<file path="config.mk">
export PLATFORM = sky130hd
export DESIGN_NAME = tsbd_ram
export DESIGN_NICKNAME = d
export VERILOG_FILES = /design/src/rtl/tsbd_ram.sv
export SDC_FILE = /design/constraint.sdc
export NUM_CORES = 1
export LEC_CHECK = 0
export ABC_CLOCK_PERIOD_IN_PS = 2600
export BUFFER_PORTS_ARGS = -buffer_cell sky130_fd_sc_hd__buf_2
export CAP_MARGIN = 20
export CELL_PAD_IN_SITES_DETAIL_PLACEMENT = 0
export CELL_PAD_IN_SITES_GLOBAL_PLACEMENT = 2
export CORE_ASPECT_RATIO = 1.25
export CORE_UTILIZATION = 45
export CTS_BUF_LIST = sky130_fd_sc_hd__clkbuf_4 sky130_fd_sc_hd__clkbuf_8 sky130_fd_sc_hd__clkbuf_16
export CTS_CLUSTER_SIZE = 8
export DETAILED_ROUTE_END_ITERATION = 8
export GPL_ROUTABILITY_DRIVEN = 1
export GPL_TIMING_DRIVEN = 0
export HOLD_SLACK_MARGIN = 0.05
export PLACE_DENSITY = 0.7
export SKIP_CTS_REPAIR_TIMING = 1
export SYNTH_ARGS = -nofsm -noshare
export SYNTH_HDL_FRONTEND = slang
export SYNTH_SLANG_ARGS = --single-unit
</file>
<file path="constraint.sdc">
create_clock -name clk_i -period 2.6 [get_ports clk_i]
set_input_delay 0.52 -clock clk_i [delete_from_list [all_inputs] [get_ports clk_i]]
set_output_delay 0.52 -clock clk_i [all_outputs]
set_load 0.05 [all_outputs]
</file>
<file path="src/rtl/tsbd_ram.sv">
// Generic single write port, single read port RAM with registered read data.
// Used for the distance matrix and the tour; no package dependency.
`timescale 1ns / 1ps
`default_nettype none
module tsbd_ram #(
  parameter int W = 8,
  parameter int D = 64
) (
  input  wire logic                 clk_i,
  input  wire logic                 we_i,
  input  wire logic [$clog2(D)-1:0] waddr_i,
  input  wire logic [W-1:0]         wdata_i,
  input  wire logic [$clog2(D)-1:0] raddr_i,
  output logic      [W-1:0]         rdata_o
);

  logic [W-1:0] mem_q [D];

  // write and registered read
  always_ff @(posedge clk_i) begin
    if (we_i) begin
      mem_q[waddr_i] <= wdata_i;
    end
    rdata_o <= mem_q[raddr_i];
  end

endmodule
`default_nettype wire

</file>
==> flow_summary.toml, run 1 <==
[pwr]
swShare = 0.205
peakVddDrop_v = 0.000467
pwr-share-seq = 0.486
p_total_uw = 19200
clkPwrFrac = 0.461
internal_power_uw = 15200
combPwrFrac = 0.053
p_leak_uw = 0.00737
p_switching_uw = 3930
power_density_nw_per_um2 = 822

[global_routing]
grt_pass1_vias = 10200
grt_antenna_before_repair = 0
grtUsageMet3 = 0.0433
grt_max_degree = 65
grtUsageTotal = 0.230
overflow = 0
top_usage_layer = "met2"
met2_usage = 0.380
grtUsageMet1 = 0.311
grt_pass1_wl_um = 71900

[placement]
dp_hpwl_um = 32500
placed_cell_area_um2 = 21100
gp_congestion = 0.832
portBuffers = 21
dp_slack_ps = -845

[synthesis]
synth_cells = 940
async_reset_ff_frac = 0
synth_ff_type = "edfxtp_1"
syn_area_um2 = 20200
ys_warn_count = 0
avgSynthCellArea_um2 = 21.5
synth_fp_nets = 962
synth.distinct_cells = 40
ys_seq_elements = 520
ys_seq_area_frac = 0.770
synth_edf_count = 512

[floorplan]
die_area_um2 = 45700
row_count = 86
pin_count = 30
core-area_um2 = 44100
fp.dieH_um = 239
start_util = 0.457
die_x_um = 191

[detailed_routing]
avgViaCountPerCell = 5.97
wirelength_um = 50500
drt-wirelength-per-cell_um = 30.8
firstDrtPassIters = 5
drt_iter0_markers = 887
antenna_left = 0
via_count = 9791
drc = 0

[critical_path]
start_kind = "primary input"
path_class = "primary input to flop"
worstPathMaxFanout = 10
critPathLaunch = "raddr_i[1]"
r2r_start = "mem_q[2][5]"
required_ps = 3010
crit_arrival_ps = 3020
endpoint_kind = "flop"

[cells_and_area]
n_antenna_cell = 0
postLayoutCoreUtil = 0.528
layout_common_cells = "512 x edfxtp_1, 126 x mux4_2, 83 x nor2_1, 79 x clkbuf_16, 31 x buf_2"
final_area_um2 = 23300
fin_nets = 1068
drive_above_1_share = 0.286
syn2layout_area_growth_pct = 15.6
layout_commonest_cell = "edfxtp_1"

[run_status]
outcome = "finished, violations left"
violations = "setup timing"

[clock_tree]
clk_pin_slew_ps = 50
cts_made_buffers = 74
clock_sinks = 520
h-tree-depth = 3
cts_tree = "yes"
clockBufferDepth = 3
clockRootBuffer = "clkbuf_16"
clk_latency_ps = 580

[min_path]
min_path_type = "primary input to flop"
holdCritStartpoint = "wdata_i[7]"

[sta]
max_freq_ghz = 0.383
tightestPinTransition_ps = 1010
setup_slack_ps = -8.06
slew_headroom = 0.309
fin_skew_ps = 19.1
finalCritPeriodShare = 1.00
final.min_clock_period_ps = 2610
setup-violations-final = 1
drv_slew = 0
timing_hold_violations_final = 0

[flow_run]
cap_violations = 0
==> worst paths after layout <==
path | cells after the start | to | slack (ps)
setup / recovery | 8 | rdata_o[4] | -8
hold / removal | 1 | mem_q[4][7] | 280
setup reg to reg | 4 | rdata_o[5] | 250
hold reg to reg | 4 | rdata_o[2] | 970
==> power groups by stage <==
stage / logic (uW) / registers (uW) / clock network, uW
floorplan: 494 / 9530 / 0
global placement: 984 / 9470 / 0
detailed placement: 1010 / 9470 / 0
CTS: 1010 / 9320 / 8940
global route: 1070 / 9310 / 9280
finish: 1020 / 9320 / 8830
==> synth_stat cells, types with 2 or more instances <==
| cell | number | area share |
|---|---|---|
| o2bb2ai_1 | 3 | 0.0013 |
| nor4_1 | 2 | 0.00062 |
| mux2i_1 | 23 | 0.011 |
| buf_12 | 2 | 0.0020 |
| nand2_1 | 19 | 0.0035 |
| o221a_2 | 2 | 0.0011 |
| buf_6 | 4 | 0.0022 |
| clkbuf_1 | 17 | 0.0032 |
| buf_4 | 13 | 0.0048 |
| nand2b_1 | 7 | 0.0022 |
| o22ai_1 | 8 | 0.0025 |
| nor2b_1 | 14 | 0.0043 |
| buf_1 | 4 | 0.00074 |
| dfxtp_1 | 8 | 0.0079 |
| nand3b_1 | 3 | 0.0011 |
| a2111oi_0 | 2 | 0.00087 |
| a21oi_1 | 3 | 0.00074 |
| a211oi_1 | 4 | 0.0015 |
| o221ai_1 | 8 | 0.0035 |
| o21ai_1 | 2 | 0.00050 |
| o21ai_0 | 2 | 0.00050 |
| buf_2 | 11 | 0.0027 |
| nor3_1 | 7 | 0.0017 |
| mux2_2 | 13 | 0.0073 |
| o41ai_1 | 2 | 0.00087 |
| o2111ai_1 | 3 | 0.0013 |
| nand4_1 | 2 | 0.00062 |
| edfxtp_1 | 512 | 0.76 |
| nand3_1 | 13 | 0.0032 |
| o32ai_1 | 2 | 0.00087 |
| o21a_1 | 2 | 0.00074 |
| mux4_2 | 126 | 0.14 |
| a221oi_1 | 6 | 0.0026 |
| a22oi_1 | 3 | 0.0011 |
| nor2_1 | 83 | 0.015 |
==> cell type report <==
type | count | area, um^2
multi-input combinational | 369 | 4330
tap | 572 | 716
timing repair buffer | 31 | 275
clock inverter | 1 | 8.76
fill | 3434 | 20800
buffer | 50 | 322
clock buffer | 98 | 2120
sequential | 520 | 15500
==> kinds of logic (layout without fill, tap and decap cells) <==
kind of cell	Yosys count	in the layout	synth area share
DFF	520	520	0.770
AOI/OAI and AO/OA	54	54	0.0207
buffers and inverters	51	180	0.0157
muxes	162	162	0.159
and+or+nand+nor	153	153	0.0339
==> metal layers <==
metal  share of wire  vias up
met1            0.40     5189
met4           0.020        0
li1                -     4130
met2            0.50      392
met3           0.072       80
met5               0        -
==> worst max-delay path: stages <==
cell and delay, ps:
buf_4 180, buf_2 360, buf_4 310, buf_2 390, nor2_1 130, nor4_1 360, nor3_1 150, o32ai_1 600
==> registers in the layout, summed over array words and instances, names as in the netlist <==
name	flops
mem_q	512
rdata_o	8
==> metrics by stage <==
step / TNS, ps / std cells / hold slack, ps
floorplan: 0 / 940 / 619
global placement: -107120 / 1533 / 949
detailed placement: -114760 / 1537 / 939
CTS: -873 / 1636 / 343
global route: -27.6 / 1641 / 288
finish: -8.06 / 1641 / 280
Power figures use the tool's default switching activity.
==> run 2, diff against run 1 <==
--- a/config.mk
+++ b/config.mk
@@ -5,7 +5,7 @@
 export SDC_FILE = /design/constraint.sdc
 export NUM_CORES = 1
 export LEC_CHECK = 0
-export ABC_CLOCK_PERIOD_IN_PS = 2600
+export ABC_CLOCK_PERIOD_IN_PS = 3350
 export BUFFER_PORTS_ARGS = -buffer_cell sky130_fd_sc_hd__buf_2
 export CAP_MARGIN = 20
 export CELL_PAD_IN_SITES_DETAIL_PLACEMENT = 0
==> constraint.sdc (replaced) <==
create_clock -name clk_i -period 3.35 [get_ports clk_i]
set_input_delay 0.67 -clock clk_i [delete_from_list [all_inputs] [get_ports clk_i]]
set_output_delay 0.67 -clock clk_i [all_outputs]
set_load 0.05 [all_outputs]
==> flow_summary.toml, run 2 (same netlist as run 1, synthesis figures left out) <==
[cells_and_area]
layout_commonest_cell = "edfxtp_1"
layout_common_cells = "512 x edfxtp_1, 126 x mux4_2, 83 x nor2_1, 79 x clkbuf_16, 33 x buf_2"
drive_above_1_share = 0.281
regMostFlops = "mem_q"
fin_nets = 1069
n_antenna_cell = 0
postLayoutCoreUtil = 0.528
top_regs = "mem_q: 512 flops, rdata_o: 8 flops"
syn2layout_area_growth_pct = 15.5
largest_reg_flops = 512
instances_no_fill = 1642

[sta]
rsz0062_at_grt = "no"
timing_hold_violations_final = 0
fin_skew_ps = 18.9
final.min_clock_period_ps = 3000
finalCritPeriodShare = 0.897
tightestPinTransition_ps = 1040
drv_slew = 0
setup_slack_ps = 345
setup-violations-final = 0
max_freq_ghz = 0.333
setup_tns_ps = 0
slew_headroom = 0.309

[placement]
portBuffers = 21
dp_slack_ps = -245
dp_hpwl_um = 32500
gp_congestion = 0.832
dp_cells = 1537

[critical_path]
rrSetupSlack_ps = 1110
worstPathMaxFanout = 10
start_kind = "primary input"
crit_arrival_ps = 3410
endpoint_kind = "flop"
path_class = "primary input to flop"
required_ps = 3760

[pwr]
p_leak_uw = 0.00736
peakVddDrop_v = 0.000362
power_density_nw_per_um2 = 639

[clock_tree]
clk_latency_ps = 580
clockBufferDepth = 3
clockRootBuffer = "clkbuf_16"
h-tree-depth = 3
clk_pin_slew_ps = 50
clock_sinks = 520
cts_tree = "yes"
cts_made_buffers = 74

[global_routing]
overflow = 0
grt_pass1_wl_um = 71900
grtUsageTotal = 0.230
grt_max_degree = 65
grt_antenna_before_repair = 0
grt_pass1_vias = 10200

[min_path]
min_path_type = "primary input to flop"

[floorplan]
core-area_um2 = 44100
die_area_um2 = 45700
row_count = 86
fp.dieH_um = 239
die_x_um = 191
start_util = 0.457
pin_count = 30

[detailed_routing]
wirelength_um = 50600
via_count = 9760
firstDrtPassIters = 6
antenna_left = 0
drt_iter0_markers = 894
drt-wirelength-per-cell_um = 30.8
drc = 0
avgViaCountPerCell = 5.94

[flow_run]
cap_violations = 0

[run_status]
outcome = "complete, no violations"
[run 2: cell count changes in the layout (fill, tap and decap cells not counted), sizes merged]
cell    previous run  this run
clkbuf           119       116
buf               60        64
[run 2: final cells by class]
cell class / instances / area, um^2
Fill cell: 3435 / 20800
Sequential cell: 520 / 15500
Multi-Input combinational cell: 369 / 4320
Clock buffer: 98 / 2120
Tap cell: 572 / 716
Buffer: 51 / 317
Timing Repair Buffer: 31 / 275
Clock inverter: 1 / 8.76
[run 2: worst paths after layout]
path,cells after the start,to,startpoint
max,8,rdata_o[4],raddr_i[1]
min,1,mem_q[4][7],wdata_i[7]
max reg2reg,4,rdata_o[3],mem_q[3][3]
min reg2reg,4,rdata_o[0],mem_q[23][0]
[run 2: per-layer routing]
| layer | up-vias | part of all wire | GRT usage |
|---|---|---|---|
| li1 | 4138 | - | - |
| met1 | 5195 | 0.42 | 0.311 |
| met2 | 354 | 0.50 | 0.380 |
| met3 | 73 | 0.064 | 0.0433 |
| met4 | 0 | 0.019 | 0.0693 |
| met5 | - | 0 | 0 |
[run 2: power breakdown]
part           leakage, uW  switching [uW]  internal [uW]
combinational      0.00162             517            272
sequential         0.00467            12.4           7220
clock              0.00107            2520           4330
[run 2: per-stage QoR]
stage / instance area [um^2] / hold slack [ps] / total power [uW]
2_1_floorplan: 20200 / 718 / 7780
3_3_place_gp: 21000 / 949 / 8120
3_5_place_dp: 21100 / 961 / 8140
4_1_cts: 23200 / 493 / 15000
5_1_grt: 23300 / 438 / 15300
6_report: 23300 / 429 / 14900
[run 2: critical path: stages]
cell	delay [ps]
buf_4	180
buf_2	400
buf_1	820
nand2_1	290
a211oi_1	350
nor4_1	100
nor3_1	350
o32ai_1	250
==> run 3, diff against run 2 <==
--- a/config.mk
+++ b/config.mk
@@ -8,17 +8,15 @@
 export ABC_CLOCK_PERIOD_IN_PS = 3350
 export BUFFER_PORTS_ARGS = -buffer_cell sky130_fd_sc_hd__buf_2
 export CAP_MARGIN = 20
-export CELL_PAD_IN_SITES_DETAIL_PLACEMENT = 0
-export CELL_PAD_IN_SITES_GLOBAL_PLACEMENT = 2
 export CORE_ASPECT_RATIO = 1.25
 export CORE_UTILIZATION = 45
 export CTS_BUF_LIST = sky130_fd_sc_hd__clkbuf_4 sky130_fd_sc_hd__clkbuf_8 sky130_fd_sc_hd__clkbuf_16
 export CTS_CLUSTER_SIZE = 8
 export DETAILED_ROUTE_END_ITERATION = 8
-export GPL_ROUTABILITY_DRIVEN = 1
+export GPL_ROUTABILITY_DRIVEN = 0
 export GPL_TIMING_DRIVEN = 0
 export HOLD_SLACK_MARGIN = 0.05
-export PLACE_DENSITY = 0.7
+export PLACE_DENSITY = 0.58
 export SKIP_CTS_REPAIR_TIMING = 1
 export SYNTH_ARGS = -nofsm -noshare
 export SYNTH_HDL_FRONTEND = slang
==> flow_summary.toml, run 3 (same netlist as run 1, synthesis figures left out) <==
[run_status]
outcome = "complete, no violations"

[clock_tree]
clk_pin_slew_ps = 50
clk_latency_ps = 580
cts_tree = "yes"
clockBufferDepth = 3
clock_sinks = 520
clockRootBuffer = "clkbuf_16"
h-tree-depth = 3
cts_made_buffers = 74

[cells_and_area]
drive_above_1_share = 0.282
instances_no_fill = 1643
top_regs = "mem_q: 512 flops, rdata_o: 8 flops"
layout_common_cells = "512 x edfxtp_1, 126 x mux4_2, 83 x nor2_1, 79 x clkbuf_16, 34 x buf_2"
fin_nets = 1069
regMostFlops = "mem_q"
largest_reg_flops = 512
fillers = 3474
n_antenna_cell = 0
syn2layout_area_growth_pct = 15.5
layout_commonest_cell = "edfxtp_1"
multiInputGateArea_um2 = 4320
seqCellArea_um2 = 15500

[critical_path]
rrSetupSlack_ps = 1160
path_cells = "buf_4 -> buf_2 -> buf_1 -> mux4_2 -> o22ai_1 -> o21ai_0 -> o311ai_1 -> nand2_1"
r2r_start = "mem_q[21][6]"
critPathLaunch = "raddr_i[1]"
critical-path-slowest-cell = "buf_1"
path_class = "primary input to flop"
path_depth = 8
cpPeakStageDelay_ps = 870
worstPathMaxFanout = 10
worst-r2r-cell-count = 5
critPathTopFamily = "buffers and inverters"
required_ps = 3850
endpoint_kind = "flop"
crit_arrival_ps = 3700
reg2reg_to = "rdata_o[6]"
start_kind = "primary input"
crit_buf_inv = 3

[floorplan]
die_area_um2 = 45700
pin_count = 30
start_util = 0.457
die_x_um = 191
core-area_um2 = 44100
fp.dieH_um = 239
row_count = 86

[global_routing]
grt_antenna_before_repair = 3
grt_pass1_wl_um = 71900
overflow = 0
grt_max_degree = 65
grtUsageTotal = 0.229
grt_pass1_vias = 10400

[detailed_routing]
drt_iter0_markers = 995
avgViaCountPerCell = 6.06
drc = 0
firstDrtPassIters = 5
antenna_left = 0
wirelength_um = 49900
via_count = 9959
drt-wirelength-per-cell_um = 30.4

[min_path]
holdCritStartpoint = "wdata_i[7]"
hold_path_depth = 1
min_to = "mem_q[17][7]"
min_path_type = "primary input to flop"

[pwr]
p_total_uw = 14900
power_density_nw_per_um2 = 639
peakVddDrop_v = 0.000329
p_leak_uw = 0.00737

[sta]
fin_skew_ps = 20.8
slew_headroom = 0.259
final.min_clock_period_ps = 3200
rsz0062_at_grt = "no"
setup-violations-final = 0
timing_hold_violations_final = 0
max_freq_ghz = 0.313
tightestPinTransition_ps = 1110
finalCritPeriodShare = 0.955
drv_slew = 0
setup_tns_ps = 0

[placement]
dp_cells = 1538
dp_hpwl_um = 31900
portBuffers = 21

[flow_run]
cap_violations = 0
## run 3: cell count changes in the layout (fill, tap and decap cells not counted)
| cell | previous run | this run |
|---|---|---|
| clkbuf_4 | 19 | 20 |
| clkbuf_2 | 1 | 0 |
| buf_12 | 10 | 9 |
| buf_2 | 33 | 34 |
| buf_16 | 0 | 1 |
## run 3: per-stage QoR
| stage | instance area [um^2] | hold slack [ps] | utilization | setup slack, ps |
|---|---|---|---|---|
| 2_1_floorplan | 20200 | 718 | - | 1010 |
| 3_3_place_gp | 21000 | 917 | 0.476 | -374 |
| 3_5_place_dp | 21100 | 911 | 0.477 | -379 |
| 4_1_cts | 23200 | 496 | 0.526 | 241 |
| 5_1_grt | 23300 | 493 | 0.528 | 208 |
| 6_report | 23300 | 510 | 0.528 | 150 |
## run 3: per-layer routing
| metal | wire length, um | vias up | share of wire | GRT usage |
|---|---|---|---|---|
| li1 | - | 4125 | - | - |
| met1 | 19800 | 5313 | 0.40 | 0.301 |
| met2 | 24600 | 416 | 0.49 | 0.367 |
| met3 | 3390 | 101 | 0.068 | 0.0455 |
| met4 | 2080 | 4 | 0.042 | 0.107 |
| met5 | 29 | - | 0.00058 | 0 |
## run 3: final cells by class
class,instances,area share
multi-input cells,369,0.185
clock buffers,99,0.0913
clock inverters,1,0.000376
well taps,572,0.0307
repair buffers,31,0.0121
flip-flops and latches,520,0.667
plain buffers,51,0.0136
## run 3: worst max-delay path by stage
stage / end / slack, ps
finish: rdata_o[7] / 150
global route: rdata_o[7] / 210
CTS: rdata_o[7] / 240
detailed placement: rdata_o[7] / -380
global placement: rdata_o[7] / -370
floorplan: rdata_o[3] / 1010
## run 3: power breakdown
| part | total, uW | switching (uW) | leakage, uW | internal (uW) |
|---|---|---|---|---|
| sequential | 7230 | 12.0 | 0.00467 | 7220 |
| combinational | 783 | 510 | 0.00162 | 273 |
| clock | 6890 | 2540 | 0.00107 | 4350 |
## run 3: worst reg2reg max path, cell delays in order, from the launching register on
cell	delay [ps]
edfxtp_1	360
mux4_2	490
mux2_2	300
o221a_2	290
nor3_1	380
o32ai_1	220
